--- src/rtl/nfc_bf_pkg.sv ---
// Types, constants and the CRC-A byte update for the NFC block framer.
// No dependencies; used by every module of the block.
package nfc_bf_pkg;

   localparam logic [15:0] CRC_A_INIT   = 16'h6363;
   localparam logic [15:0] CRC_LOW_MASK = 16'h00FF;
   localparam logic [7:0]  IBLOCK_HDR   = 8'h02;
   localparam logic [7:0]  DESELECT_HDR = 8'hC2;

   typedef enum logic [1:0] {
      REQ_PAYLOAD  = 2'd0,
      REQ_TX_FAIL  = 2'd1,
      REQ_DESELECT = 2'd2,
      REQ_UNUSED   = 2'd3
   } req_kind_type;

   // One CRC-A step over one byte
   function automatic logic [15:0] crc_a_update(input logic [15:0] crc, input logic [7:0] b);
      logic [7:0]  t;
      logic [15:0] w;
      logic [15:0] m;
      m = crc & CRC_LOW_MASK;
      t = b ^ m[7:0];
      t = t ^ {t[3:0], 4'b0000};
      w = {8'h00, t};
      return {8'h00, crc[15:8]} ^ {w[7:0], 8'h00} ^ {w[12:0], 3'b000} ^ {4'h0, w[15:4]};
   endfunction

   localparam logic [15:0] DESELECT_CRC = crc_a_update(CRC_A_INIT, DESELECT_HDR);

   // Up to four words produced by one request
   typedef struct packed {
      logic [3:0][7:0] bytes;
      logic [1:0]      last_idx;
      logic            has_crc;
   } burst_type;

   typedef struct packed {
      logic      valid;
      burst_type burst;
   } load_type;

endpackage

--- src/rtl/nfc_bf_frame.sv ---
// Framing state (block number, running CRC, open frame) and burst builder.
// Depends on nfc_bf_pkg.
module nfc_bf_frame (
   input  logic                  clock,
   input  logic                  reset,
   input  logic                  accept,
   input  logic [1:0]            req_type,
   input  logic [7:0]            data_byte,
   input  logic                  last_byte,
   output nfc_bf_pkg::load_type  load
);

   logic        bn_ff, bn_in;
   logic [15:0] crc_ff, crc_in;
   logic        open_ff, open_in;

   logic [7:0]  hdr;
   logic [15:0] crc_hdr, crc_base, crc_dat;
   nfc_bf_pkg::req_kind_type kind;

   assign kind     = nfc_bf_pkg::req_kind_type'(req_type);
   assign hdr      = nfc_bf_pkg::IBLOCK_HDR | {7'b0, bn_ff};
   assign crc_hdr  = nfc_bf_pkg::crc_a_update(nfc_bf_pkg::CRC_A_INIT, hdr);
   assign crc_base = open_ff ? crc_ff : crc_hdr;
   assign crc_dat  = nfc_bf_pkg::crc_a_update(crc_base, data_byte);

   // Build the burst and the next framing state
   always_comb begin
      bn_in   = bn_ff;
      crc_in  = crc_ff;
      open_in = open_ff;
      load    = '0;
      if (accept) begin
         unique case (kind)
            nfc_bf_pkg::REQ_PAYLOAD: begin
               load.valid         = 1'b1;
               load.burst.has_crc = last_byte;
               if (open_ff) begin
                  load.burst.bytes[0] = data_byte;
                  load.burst.bytes[1] = crc_dat[7:0];
                  load.burst.bytes[2] = crc_dat[15:8];
                  load.burst.bytes[3] = 8'h00;
                  load.burst.last_idx = last_byte ? 2'd2 : 2'd0;
               end else begin
                  load.burst.bytes[0] = hdr;
                  load.burst.bytes[1] = data_byte;
                  load.burst.bytes[2] = crc_dat[7:0];
                  load.burst.bytes[3] = crc_dat[15:8];
                  load.burst.last_idx = last_byte ? 2'd3 : 2'd1;
               end
               open_in = ~last_byte;
               crc_in  = last_byte ? nfc_bf_pkg::CRC_A_INIT : crc_dat;
               bn_in   = bn_ff ^ last_byte;
            end
            nfc_bf_pkg::REQ_TX_FAIL: begin
               bn_in   = 1'b0;
               crc_in  = nfc_bf_pkg::CRC_A_INIT;
               open_in = 1'b0;
            end
            nfc_bf_pkg::REQ_DESELECT: begin
               load.valid          = 1'b1;
               load.burst.bytes[0] = nfc_bf_pkg::DESELECT_HDR;
               load.burst.bytes[1] = nfc_bf_pkg::DESELECT_CRC[7:0];
               load.burst.bytes[2] = nfc_bf_pkg::DESELECT_CRC[15:8];
               load.burst.bytes[3] = 8'h00;
               load.burst.last_idx = 2'd2;
               load.burst.has_crc  = 1'b1;
               crc_in  = nfc_bf_pkg::CRC_A_INIT;
               open_in = 1'b0;
            end
            nfc_bf_pkg::REQ_UNUSED: begin
               // drop: state unchanged
            end
            default: begin
            end
         endcase
      end
   end

   // Hold framing state
   always_ff @(posedge clock) begin
      if (reset) begin
         bn_ff   <= 1'b0;
         crc_ff  <= nfc_bf_pkg::CRC_A_INIT;
         open_ff <= 1'b0;
      end else begin
         bn_ff   <= bn_in;
         crc_ff  <= crc_in;
         open_ff <= open_in;
      end
   end

endmodule

--- src/rtl/nfc_bf_ser.sv ---
// Result register: holds one burst and sends its words one per cycle while rsp_tready is high.
// Depends on nfc_bf_pkg.
module nfc_bf_ser (
   input  logic                  clock,
   input  logic                  reset,
   input  nfc_bf_pkg::load_type  load,
   output logic                  free,
   output logic                  rsp_tvalid,
   input  logic                  rsp_tready,
   output logic [7:0]            rsp_tdata,
   output logic                  rsp_tlast,
   output logic [0:0]            rsp_tuser
);

   nfc_bf_pkg::burst_type burst_ff, burst_in;
   logic                  valid_ff, valid_in;
   logic [1:0]            idx_ff, idx_in;
   logic                  at_end;

   assign at_end = (idx_ff == burst_ff.last_idx);
   assign free   = ~valid_ff | (rsp_tready & at_end);

   assign rsp_tvalid   = valid_ff;
   assign rsp_tdata    = burst_ff.bytes[idx_ff];
   assign rsp_tlast    = at_end & burst_ff.has_crc;
   assign rsp_tuser[0] = at_end;

   // Load a new burst or advance through the current one
   always_comb begin
      burst_in = burst_ff;
      valid_in = valid_ff;
      idx_in   = idx_ff;
      if (load.valid) begin
         burst_in = load.burst;
         valid_in = 1'b1;
         idx_in   = 2'd0;
      end else if (valid_ff && rsp_tready) begin
         if (at_end) begin
            valid_in = 1'b0;
         end else begin
            idx_in = idx_ff + 2'd1;
         end
      end
   end

   always_ff @(posedge clock) begin
      if (reset) begin
         valid_ff <= 1'b0;
         idx_ff   <= 2'd0;
      end else begin
         valid_ff <= valid_in;
         idx_ff   <= idx_in;
      end
   end

   always_ff @(posedge clock) begin
      burst_ff <= burst_in;
   end

endmodule

--- src/rtl/nfc_block_framer_crc_a.sv ---
// Channel | tdata              | tuser        | tlast
// req     | data_byte[7:0]     | req_type[1:0]| last_byte
// rsp     | out_byte[7:0]      | run_last     | frame_end
//
// A request is taken while req_tready is high; its words (none to four) leave one per cycle while rsp_tready is high.
// The next request is taken in the cycle the last word of the current burst goes,
// so throughput is set by the single burst register in nfc_bf_ser.
// Reset (synchronous, high) clears block number, CRC (0x6363) and open frame.
// A stall on rsp holds the current word; req_tready stays low until the last
// word of the burst is taken.
// Top level of the NFC I-block framer; uses nfc_bf_pkg, nfc_bf_frame, nfc_bf_ser.
module nfc_block_framer_crc_a (
   input  logic       clock,
   input  logic       reset,
   input  logic       req_tvalid,
   output logic       req_tready,
   input  logic [7:0] req_tdata,   // [7:0] data_byte
   input  logic [1:0] req_tuser,   // [1:0] req_type
   input  logic       req_tlast,
   output logic       rsp_tvalid,
   input  logic       rsp_tready,
   output logic [7:0] rsp_tdata,   // [7:0] out_byte
   output logic [0:0] rsp_tuser,   // [0] run_last
   output logic       rsp_tlast
);

   nfc_bf_pkg::load_type load;
   logic                 free;
   logic                 accept;

   assign req_tready = free;
   assign accept     = req_tvalid & free;

   nfc_bf_frame u_frame (
      .clock     (clock),
      .reset     (reset),
      .accept    (accept),
      .req_type  (req_tuser),
      .data_byte (req_tdata),
      .last_byte (req_tlast),
      .load      (load)
   );

   nfc_bf_ser u_ser (
      .clock      (clock),
      .reset      (reset),
      .load       (load),
      .free       (free),
      .rsp_tvalid (rsp_tvalid),
      .rsp_tready (rsp_tready),
      .rsp_tdata  (rsp_tdata),
      .rsp_tlast  (rsp_tlast),
      .rsp_tuser  (rsp_tuser)
   );

endmodule

--- config.mk ---
export PLATFORM = sky130hd
export DESIGN_NAME = nfc_block_framer_crc_a
export DESIGN_NICKNAME = d
export VERILOG_FILES = /design/src/rtl/nfc_bf_pkg.sv /design/src/rtl/nfc_bf_frame.sv /design/src/rtl/nfc_bf_ser.sv /design/src/rtl/nfc_block_framer_crc_a.sv
export SDC_FILE = /design/constraint.sdc
export NUM_CORES = 1
export LEC_CHECK = 0
export BUFFER_PORTS_ARGS = -buffer_cell sky130_fd_sc_hd__buf_2
export CAP_MARGIN = 20
export CORE_MARGIN = 1.5
export CORE_UTILIZATION = 55
export CTS_CLUSTER_SIZE = 20
export DETAILED_ROUTE_END_ITERATION = 7
export PLACE_DENSITY = 0.74
export RECOVER_POWER = 50
export SLEW_MARGIN = 20
export SYNTH_ARGS = -nofsm -noshare
export SYNTH_HDL_FRONTEND = slang
export SYNTH_HIERARCHICAL = 1
export SYNTH_SLANG_ARGS = --single-unit
--- constraint.sdc ---
create_clock -name clock -period 3.7 [get_ports clock]
set_input_delay 0.185 -clock clock [delete_from_list [all_inputs] [get_ports clock]]
set_output_delay 0.185 -clock clock [all_outputs]
set_load 0.02 [all_outputs]
=== Word level (Yosys, flattened, before mapping) ===
Index checks and enable logic that the tools add are counted.
W data, S select, Z words.

* Register bits after elaboration: 56
* Bits in latches: 0
* Memory bits (writable): 0
* ROM bits: 0
* Input port bits: 15
* Output and inout bits: 12
* Logic and storage cells: 60
* Memories: 0

* $add $sub $neg: 1
* Multiply operators: 0
* Div/mod/pow operators: 0
* Magnitude comparators: 1
* Eq/ne operators: 3
* Shifts and indexed selects: 0
* Muxes and demuxes: 15
* Bitwise logic cells: 17
* Reduce and logical (&&, ||, !) cells: 12

{| class="wikitable"
|+ Operators by type and width
! kind !! count
|-
| $pmux W36 S2 || 1
|-
| $mux W36 || 1
|-
| $mux W34 || 1
|-
| $mux W16 || 2
|-
| $pmux W16 S2 || 1
|-
| $xor A16 B11 Y16 || 2
|-
| $xor A16 B4 Y16 || 2
|-
| $bmux W8 S2 || 1
|-
| $xor A8 B16 Y16 || 1
|-
| $xor A8 B8 Y8 || 2
|-
| $mux W8 || 1
|-
| $reduce_and A2 Y1 || 4
|-
| $reduce_bool A2 Y1 || 4
|-
| $xor A7 B6 Y7 || 1
|-
| $mux W2 || 2
|-
| $not A2 Y4 || 1
|-
| $pmux W1 S2 || 2
|-
| $reduce_or A2 Y1 || 2
|-
| $and A1 B1 Y1 || 3
|-
| $lt A2 B3 Y1 const B || 1
|-
| $mux W1 || 3
|-
| $not A1 Y1 || 3
|-
| $add A2 B1 Y2 const B || 1
|-
| $eq A2 B1 Y1 const B || 1
|-
| 6 further kinds || 6
|}

=== Longest topological paths before layout ===
Gate-level depths: netlist of run 1.

* Word-level depth: 15
* Gate-level depth with buffers: 10
* Gate-level depth less buffers: 9

=== By module ===
The synthesis of run 1 kept the hierarchy.

{| class="wikitable"
|+ By module, submodules not included
! module !! times used !! cells each !! area an instance (um2) !! seq. area each (um2)
|-
| nfc_bf_frame || 1 || 225 || 1801.7 || 360.3
|-
| nfc_bf_ser || 1 || 68 || 1452.6 || 1111.1
|-
| nfc_block_framer_crc_a || 1 || 1 || 6.3 || 0.0
|}

=== Worst setup path before layout of run 1 ===
Ideal clock, no wire load.

* Path kind: register -> register
* From: register u_ser/burst_ff[2] in the netlist's numbering
* To: register u_ser.idx_ff[1]
* Setup time: 0.072 ns
* Data arrival time: 2.819 ns
* Data required time: 3.628 ns
* Path slack: 0.810 ns
* Stages on the path, launching flop included: 10
* Buffers on the path: 1
* Clock period less this slack: 2.890 ns
* Path through: edfxtp_1 -> xnor2_1 -> nand3_1 -> nand2_1 -> and2_1 -> nand2_1 -> clkbuf_1 -> nand2_1 -> or3_1 -> mux2i_1

{| class="wikitable"
|+ RTL lines
! what !! line !! source
|-
| start, declared || nfc_bf_ser.sv:15 || <nowiki>nfc_bf_pkg::burst_type burst_ff, burst_in;</nowiki>
|-
| start signal, assigned || nfc_bf_ser.sv:57 || <nowiki>burst_ff <= burst_in;</nowiki>
|-
| end signal, assigned || nfc_bf_ser.sv:52 || <nowiki>idx_ff <= idx_in;</nowiki>
|-
| end, declared || nfc_bf_ser.sv:17 || <nowiki>logic [1:0] idx_ff, idx_in;</nowiki>
|}

==> results of run 1 <==
-- critical path, delay by kind of cell, from the launching register on --
kind	cells	cell delay (ns)
xor gates and xnor gates	1	0.27
buffers and inverters	1	0.41
AOI/OAI and AO/OA	1	0.26
and+or+nand+nor	6	1.13
DFF	1	0.73
-- sequential cells by signal, summed over array words and instances, names as in the netlist --
signal            flops
u_frame/bn_ff         1
u_frame/crc_ff       16
u_frame/open_ff       1
u_ser/burst_ff       35
u_ser/idx_ff          2
u_ser/rsp_tvalid      1
-- layer usage --
metal | vias to the layer above | GRT usage (%) | routed length [µm]
met5 | - | 0 | 0
met4 | 0 | 6.21 | 58
met3 | 6 | 3.77 | 213
met2 | 39 | 35.5 | 3030
met1 | 1038 | 28.2 | 3020
li1 | 1053 | - | -
-- layout make-up --
class                      count  area share (%)
multi-input combinational    211            47.4
sequential                    56            42.7
timing repair buffer          29            4.03
tap                           72            2.61
clock buffer                   6            2.10
inverter                       7           0.762
clock inverter                 2           0.472
-- worst min-delay path by stage --
stage | slack (ns) | to | startpoint
finish | 0.16 | u_ser/rsp_tvalid | rsp_tready
CTS | 0.15 | u_ser/rsp_tvalid | rsp_tready
global placement | 0.45 | u_ser/rsp_tvalid | rsp_tready
floorplan | 0.25 | u_ser/rsp_tvalid | reset
global route | 0.14 | u_ser/rsp_tvalid | rsp_tready
detailed placement | 0.48 | u_ser/rsp_tvalid | rsp_tready
-- power breakdown --
part           internal, mW  switching, mW
Clock                 0.135          0.194
Combinational         0.107          0.144
Sequential            0.694         0.0190
-- cells in the final DEF (no fill, tap or decap), types with 2 or more instances in the layout --
master	n
mux4_1	4
clkbuf_1	12
ha_1	4
a2bb2oi_1	2
xnor2_4	2
xnor3_1	2
dfxtp_1	21
edfxtp_1	35
mux2i_1	8
xor3_1	3
or2_2	3
nor2_1	34
a21oi_1	24
xor2_2	2
buf_4	3
inv_1	7
and2_0	3
clkbuf_8	5
nand4_1	2
a22o_1	3
a21o_1	2
xnor2_1	24
mux4_2	4
nor2b_1	4
xor2_1	14
xnor2_2	2
or3_1	3
nand2b_1	3
o21ai_0	12
nand2_1	23
nand3_1	5
and3_1	3
buf_2	15
nor3_1	2
-- kinds of logic after synthesis --
kind of cell             after synthesis
flip-flops                            56
buffers and inverters                 27
XOR/XNOR                              49
adder cells (fa/ha/maj)                4
multiplexers                          16
AO/OA/AOI/OAI                         50
AND/OR/NAND/NOR                       92
==> run metrics, run 1 <==
Post-CTS Setup Repair Bufs=0; GRT Residual Overflow=0; chip width=between 70 and 80 µm; Die Ht=about 80 µm; startpoint class of the critical path=register; reg-to-reg slack, setup=0.80 ns; layout net count=329; Max-cap violations=0; CTS H-tree depth=2; Synth Area in Adders=1.53%; antenna diode count=0; total power=1.29 mW; CTS tree=yes; most instantiated cells after synthesis=35 x edfxtp_1, 34 x nor2_1, 24 x a21oi_1, 24 x xnor2_1, 23 x nand2_1; Hold Path Class=input pin to register; layout overhead on the synthesized area=5.76%; Synth area leaders=edfxtp_1 32%, dfxtp_1 13%, xnor2_1 6.4%, nor2_1 3.9%, xor2_1 3.8%; Final WS setup=0.805 ns; Initial Utilization=58.1%; DRC Markers=0; top achievable clock speed=345 MHz; final WL=between 6000 and 7000 µm; all-layer global routing usage=21.3%; RSZ-0062 raised after global routing=false; crit path DAT=about 3.1 ns; Most used DFF post-synth=edfxtp_1; Crit. Startpoint=u_ser/idx_ff[0]; status=completed; Port Buffers=26; period utilisation layout=approximately 78%; Routed Antenna Nets=0; I/O pins=27; Synth Instances=294; Crit. End Element=register; number of global-route vias before repair=approximately 2.0k; number of flops mapped to enable cells by yosys=35; R2R depth=9; RD Place Congestion=0.853; clock buffer depth=2; dpl ws=0.883 ns; Clock transition at path regs=approximately 0.10 ns; most common cell in the netlist=edfxtp_1; Async SR Flop Fraction=0%; Setup TNS=0 ns; Synth area leader=edfxtp_1; Seq cells post-synth=56; dpl hpwl=4680 µm; Worst setup endpoint=u_ser/rsp_tvalid; Skew-Pair Late Insertion Delay=0.30 ns; xor and xnor area share after synthesis=17.5%; CTS buffer count=5; final instance area=around 3400 µm²; total die area=6400 µm²; min cycle time layout=2.90 ns; max incr delay on CP=roughly 0.73 ns; area of the multi-input gates=1630 µm²; fill cell count=roughly 500; mux contribution to synthesized area=8.44%; Lkg Pwr=1.28 nW; Mapped Area=3260 µm²; Hold Slack=0.161 ns; main combinational cell family by area after synthesis=XOR/XNOR gates; Peak VDD IR=about 0.27 mV; Core ar.=5610 µm²; endpoints failing setup=0; flip-flop and latch area=~1500 µm²; Worst Hold Depth=2; Final Non-Filler Cells=383; Yosys cell types=48; max-slew violation count=0; Post-Synth Simple-Gate Area=13.5%; Slew @ Worst Pin=0.789 ns; pin count of the biggest net entering global routing=41; CP Cell Sequence=xnor2_1 > nand3_1 > nand2_1 > and2_0 > nand2_1 > nand2_1 > buf_4 > nor2_1 > a311oi_2; top-area cell type share of the netlist area=32.2%; Rows=27; worst-path cell with the longest stage delay=dfxtp_1; post-synthesis sequential area ratio=45.1%; post-cts sizing count=0; initial antenna violation count=0; Rel. slew slack=47.3%; r2r endpoint=u_ser/rsp_tvalid; routed len/inst=16.5 µm; critical path class=register to register; Cell Count Post-Placement=around 380; CP required=3.92 ns; Hold Buf Count CTS=0; endpoints failing hold=0; Placed Instance Area=around 3400 µm²; layout cells sized above 1=between 10 and 15%; Synth Area in Compound Gates=a little under a tenth; Power Dens Cells=375 nW/µm²; launch point of the worst reg-to-reg path=u_ser/idx_ff[0]; fin util=61.5%; clk_skew=0.00357 ns; most frequent CP cell=nand2_1; routed vias/inst=5.58; Initial DRC Count=130; Yosys Warn Count=6; first-pass GRT wire length=10100 µm; Root Driver=clkbuf_8; Clock Sinks=56; crit-path max FO=40; vias=2136; Synthesized Nets=313; Synth Area per Inst=11.1 µm²; Initial DRT Pass Iterations=4
Power figures use the tool's default switching activity.
==> run 2, diff against run 1 <==
clock period = 3 ns   (was 3.7 ns; I/O delays follow)
==> run 2 against run 1 <==
Core utilization is 1.6 points higher. Worst hold slack worse by 0.062 ns. Critical path depth is 1 lower. Sequential share of layout area is 1.1 points lower. Clock-buffer cell count stayed put. Global-route usage is 0.14 points higher. Clock power is 74% higher. Die area stayed put. Via count is 0.84% higher. Setup slack worse by 0.37 ns. Highest routed layer unchanged.
==> run metrics, run 2 (same netlist as run 1, synthesis figures left out) <==
Peak VDD IR=0.232 mV (-14%); Hold Buf Count CTS=0 (unchanged); RD Place Congestion=0.814 (-4.6%); first-pass GRT wire length=10300 µm (+2.1%); RSZ-0062 raised after global routing=false; most used routing layer in global routing=met2; top achievable clock speed=389 MHz (+13%); Skew-Pair Late Insertion Delay=0.30 ns (about the same); routed len/inst=16.3 µm (-1.2%); final WL=6340 µm (+0.32%); Die Ht=80.0 µm (unchanged); min cycle time layout=2.57 ns (-0.326 ns); Post-CTS Setup Repair Bufs=0 (unchanged); post-cts sizing count=0 (unchanged); layout net count=335 (+1.8%); Initial Utilization=58.1% (unchanged); launch point of the worst reg-to-reg path=u_ser/idx_ff[1]; Lkg Pwr=1.33 nW (+3.9%); dpl hpwl=4770 µm (+2.0%); Power Dens Cells=500 nW/µm² (+33%); period utilisation layout=85.6% (+7.4 points); met1 Usage GRT=29.0% (+0.86 points); dpl ws=0.532 ns (-0.351 ns); biggest regs=u_ser/burst_ff: 35 flops, u_frame/crc_ff: 16 flops, u_ser/idx_ff: 2 flops; Biggest register=u_ser/burst_ff; Initial DRT Pass Iterations=6 (+2); vias=2154 (+0.84%); Rows=27 (unchanged); Clock Sinks=56 (unchanged); layout overhead on the synthesized area=8.56%; fin util=63.1% (+1.6 points); Final WS setup=0.431 ns (-0.374 ns); clock buffer depth=2 (unchanged); Routed Antenna Nets=0 (unchanged); endpoints failing setup=0 (unchanged); Hold Path End=u_ser/rsp_tvalid; status=completed; CTS H-tree depth=2 (unchanged); Initial DRC Count=232 (+78%); critical path class=register to register; Setup TNS=0 ns (unchanged); initial antenna violation count=0 (unchanged); GRT Residual Overflow=0 (unchanged); crit-path max FO=11 (-73%); Port Buffers=26 (unchanged); routed vias/inst=5.54 (-0.71%); I/O pins=27 (unchanged); CP required=3.19 ns (-0.73 ns); Worst Hold Depth=2 (unchanged); chip width=80.0 µm (unchanged); CTS buffer count=5 (unchanged); max-slew violation count=0 (unchanged); reg-to-reg slack, setup=0.43 ns (-0.37 ns); CTS tree=yes; layout cells sized above 1=14.8% (+1.0 points); total die area=6400 µm² (unchanged); Crit. End Element=register; Rel. slew slack=50.0% (+2.7 points); total power=1.77 mW (+37%); all-layer global routing usage=21.4% (+0.14 points); pin count of the biggest net entering global routing=27 (-34%); Crit. Startpoint=u_ser/idx_ff[1]; max reg flops=35 (unchanged); endpoints failing hold=0 (unchanged); startpoint class of the critical path=register; crit path DAT=2.76 ns (-0.35 ns); Hold Path Class=input pin to register; r2r endpoint=u_frame/crc_ff[8]; Core ar.=5610 µm² (unchanged); antenna diode count=0 (unchanged); Max-cap violations=0 (unchanged); GR Util met2=35.4% (-0.17 points); most frequent cells in the layout=35 x edfxtp_1, 34 x nor2_1, 24 x xnor2_1, 24 x a21oi_1, 23 x nand2_1; most common cell after layout, fill and taps aside=edfxtp_1; Clock transition at path regs=0.09 ns (about the same); DRC Markers=0 (unchanged); number of global-route vias before repair=2001 (+0.70%); Root Driver=clkbuf_8; grt met3 use=3.31% (-0.46 points); R2R depth=8 (-1); clk_skew=0.00535 ns (+0.00178 ns); Slew @ Worst Pin=0.750 ns (-0.0390 ns); Hold Startpoint=rsp_tready
==> run 2: cell types whose count changed in the layout (fill, tap and decap cells not counted) <==
cell / before / now
buf_4: 3 / 5
buf_2: 15 / 16
clkinvlp_4: 1 / 0
buf_12: 0 / 1
clkbuf_1: 12 / 14
and2_0: 3 / 2
clkinv_4: 1 / 0
and2_1: 1 / 2
bufinv_16: 0 / 2
==> run 2: how the worst max path moves through the flow <==
stage,cells after the start,to
after global placement,8,u_frame/crc_ff[8]
after detailed placement,8,u_frame/crc_ff[8]
after floorplan,9,u_ser/idx_ff[1]
final,8,u_frame/crc_ff[8]
after CTS,8,u_frame/crc_ff[8]
after global routing,8,u_frame/crc_ff[10]
==> run 2: critical path, cell delays in order, from the launching register on <==
cell and delay (ns):
dfxtp_1 0.63, xnor2_1 0.25, nand3_1 0.12, nand2_1 0.10
and2_0 0.33, nand2b_1 0.24, or3_1 0.48, nor2_4 0.21
a21oi_1 0.09
==> run 2: area by class of cell <==
type	instances	area [µm²]
Clock buffer	6	72.6
Clock inverter	2	60.1
Fill cell	463	2070
Inverter	7	26.3
Multi-Input combinational cell	211	1630
Sequential cell	56	1470
Tap cell	72	90.1
Timing Repair Buffer	35	186
==> run 2: stage by stage <==
| stage | instances | hold slack, ns | area [µm²] |
|---|---|---|---|
| 2_1_floorplan | 294 | 0.218 | 3260 |
| 3_3_place_gp | 381 | 0.414 | 3430 |
| 3_5_place_dp | 381 | 0.419 | 3430 |
| 4_1_cts | 389 | 0.0886 | 3570 |
| 5_1_grt | 389 | 0.0948 | 3540 |
| 6_report | 389 | 0.0983 | 3540 |
==> run 2: routing by layer <==
layer | vias up | routed length (µm)
li1 | 1071 | -
met1 | 1028 | 2990
met2 | 46 | 3050
met3 | 9 | 199
met4 | 0 | 99
met5 | - | 0
==> run 2: power by group <==
| group | switching (mW) | internal, mW |
|---|---|---|
| registers | 0.0207 | 0.855 |
| clock network | 0.240 | 0.334 |
| logic | 0.183 | 0.138 |
| total | 0.443 | 1.33 |
==> run 3, diff against run 2 <==
ABC_AREA = 1   (was not set)
CAP_MARGIN = 5   (was 20)
==> run 3 against run 2 <==
Die area down 0.11%. Critical endpoint is now u_ser/burst_ff[19]. Fmax grew 3.4%. Final area is 2.8% lower.
==> run metrics, run 3 <==
Skew-Pair Late Insertion Delay=0.31 ns (about the same); GRT Residual Overflow=0 (unchanged); Crit path max-delay family=simple AND/OR/NAND/NOR gates; launch point of the worst reg-to-reg path=u_ser/idx_ff[1]; post-synthesis sequential area ratio=45.2% (+0.052 points); DRC Markers=0 (unchanged); Core ar.=5610 µm² (unchanged); Rows=27 (unchanged); RSZ-0062 raised after global routing=false; GR Util met2=39.4% (+4.0 points); period utilisation layout=82.8% (-2.8 points); Peak VDD IR=0.290 mV (+25%); Hold Startpoint=req_tlast; Routed Antenna Nets=0 (unchanged); post-cts sizing count=0 (unchanged); top-area cell type share of the netlist area=32.3% (+0.037 points); Clock Sinks=56 (unchanged); Setup TNS=0 ns (unchanged); Slew @ Worst Pin=0.584 ns (-0.166 ns); min cycle time layout=2.48 ns (-0.0847 ns); max reg flops=35 (unchanged); pin count of the biggest net entering global routing=38 (+41%); CTS tree=yes; vias=2659 (+23%); Mapped Area=3260 µm² (-0.12%); crit-path max FO=18 (+7); Synthesized Nets=412 (+32%); all-layer global routing usage=24.5% (+3.1 points); Most used DFF post-synth=edfxtp_1; number of global-route vias before repair=2504 (+25%); top achievable clock speed=402 MHz (+3.4%); Initial DRC Count=244 (+5.2%); Initial Utilization=58.1% (-0.067 points); total power=1.56 mW (-12%); final instance area=3440 µm² (-2.8%); max incr delay on CP=0.43 ns (-0.20 ns); Power Dens Cells=455 nW/µm² (-9.1%); final WL=7120 µm (+12%); layout net count=436 (+30%); Synth Area per Inst=8.29 µm² (-25%); met1 Usage GRT=34.5% (+5.4 points); I/O pins=27 (unchanged); startpoint class of the critical path=register; Yosys cell types=32 (-33%); Hold Buf Count CTS=0 (unchanged); Clock transition at path regs=0.11 ns (+0.02 ns); Async SR Flop Fraction=0% (unchanged); layout overhead on the synthesized area=5.65%; number of flops mapped to enable cells by yosys=35 (unchanged); clk_skew=0.0101 ns (+0.00476 ns); CTS H-tree depth=2 (unchanged); most frequent cells in the layout=93 x nand2_1, 43 x inv_1, 37 x nor2_1; worst-path cell with the longest stage delay=dfxtp_1; critical path class=register to register; Biggest register=u_ser/burst_ff; Yosys Warn Count=6 (unchanged); endpoints failing setup=0 (unchanged); antenna diode count=0 (unchanged); initial antenna violation count=0 (unchanged); CP Cell Sequence=inv_1 > nand2_1 > nand2_1 > nand3_1 > nand2_1 > nand2_1 > inv_1 > nand2_1 > nor2_1 > inv_1 > o21ai_0; layout cells sized above 1=16.5% (+1.7 points); most common cell in the netlist=nand2_1; RD Place Congestion=0.863 (+6.0%); crit path DAT=2.60 ns (-0.16 ns); most instantiated cells after synthesis=91 x nand2_1, 38 x inv_1, 35 x edfxtp_1, 35 x nor2_1, 29 x nand3_1; most common cell after layout, fill and taps aside=nand2_1; most frequent CP cell=nand2_1; Hold Path Class=input pin to register; routed vias/inst=5.43 (-2.0%); clock buffer depth=2 (unchanged); total die area=6390 µm² (-0.11%); most used routing layer in global routing=met2; Seq cells post-synth=56 (unchanged); Crit. Startpoint=u_ser/idx_ff[1]; status=completed; Rel. slew slack=61.0% (+11 points); buffers and inverters on the worst path=3 (+3); first-pass GRT wire length=11900 µm (+16%); Max-cap violations=0 (unchanged); Port Buffers=26 (unchanged); Initial DRT Pass Iterations=4 (-2); routed len/inst=14.5 µm (-11%); Die Ht=80.0 µm (about the same); biggest regs=u_ser/burst_ff: 35 flops, u_frame/crc_ff: 16 flops, u_ser/idx_ff: 2 flops; Placed Instance Area=3400 µm² (-0.98%); Post-CTS Setup Repair Bufs=0 (unchanged); CP required=3.11 ns (-0.08 ns); Synth Instances=393 (+34%); dpl hpwl=5310 µm (+11%); Synth area leaders=edfxtp_1 32%, dfxtp_1 13%, nand2_1 10%, nand3_1 4.5%, inv_1 4.4%; Hold Slack=0.143 ns (+0.0447 ns); Crit. End Element=register; chip width=80.0 µm (about the same); Lkg Pwr=1.50 nW (+13%); max-slew violation count=0 (unchanged); endpoints failing hold=0 (unchanged); grt met3 use=3.54% (+0.23 points); CTS buffer count=5 (unchanged); Root Driver=clkbuf_8; Synth area leader=edfxtp_1
## run 3: kinds of logic (layout without fill, tap and decap cells)
kind of cell	count (synthesis)	count (layout)	synth area share [%]
and+or+nand+nor	194	194	29.0
adders and majority gates	4	4	1.54
buffers and inverters	60	85	8.91
AOI/OAI and AO/OA	71	71	13.3
DFF	56	56	45.2
xor gates and xnor gates	8	8	2.15
## run 3: report_power, final
| part | switching [mW] | total, mW | internal (mW) |
|---|---|---|---|
| logic | 0.198 | 0.278 | 0.0808 |
| registers | 0.0133 | 0.869 | 0.856 |
| clock network | 0.250 | 0.417 | 0.167 |
| total | 0.461 | 1.56 | 1.10 |
## run 3: per-stage QoR
stage / util [%] / cells / setup slack (ns)
after global routing: 61.4 / 490 / 0.214
after global placement: 60.6 / 482 / 0.801
after floorplan: - / 393 / 0.513
after detailed placement: 60.6 / 482 / 0.721
final: 61.4 / 490 / 0.515
after CTS: 62.2 / 490 / 0.706
## run 3: final cells by class
cell class              count  area (µm²)
clock buffers               6        72.6
clock inverters             2        16.3
fillers                   512        2170
inverters                  48         190
multi-input cells         277        1460
flip-flops and latches     56        1470
well taps                  72        90.1
repair buffers             29         141
## run 3: final timing paths
path	end	slack (ns)	cells after the start
hold reg to reg	u_frame/crc_ff[11]	0.47	2
setup / recovery	u_ser/burst_ff[19]	0.52	11
setup reg to reg	u_ser/burst_ff[19]	0.52	11
hold / removal	u_frame/bn_ff	0.14	3
## run 3: metal layers
metal  routed length [µm]  up-vias
li1                     -     1343
met1                 3320     1251
met2                 3460       61
met3                  292        4
met4                   38        0
met5                    0        -
## run 3: worst min-delay path, cell delays in order
cell and delay [ns]:
buf_2 0.11, nand2_1 0.09, a21oi_1 0.07
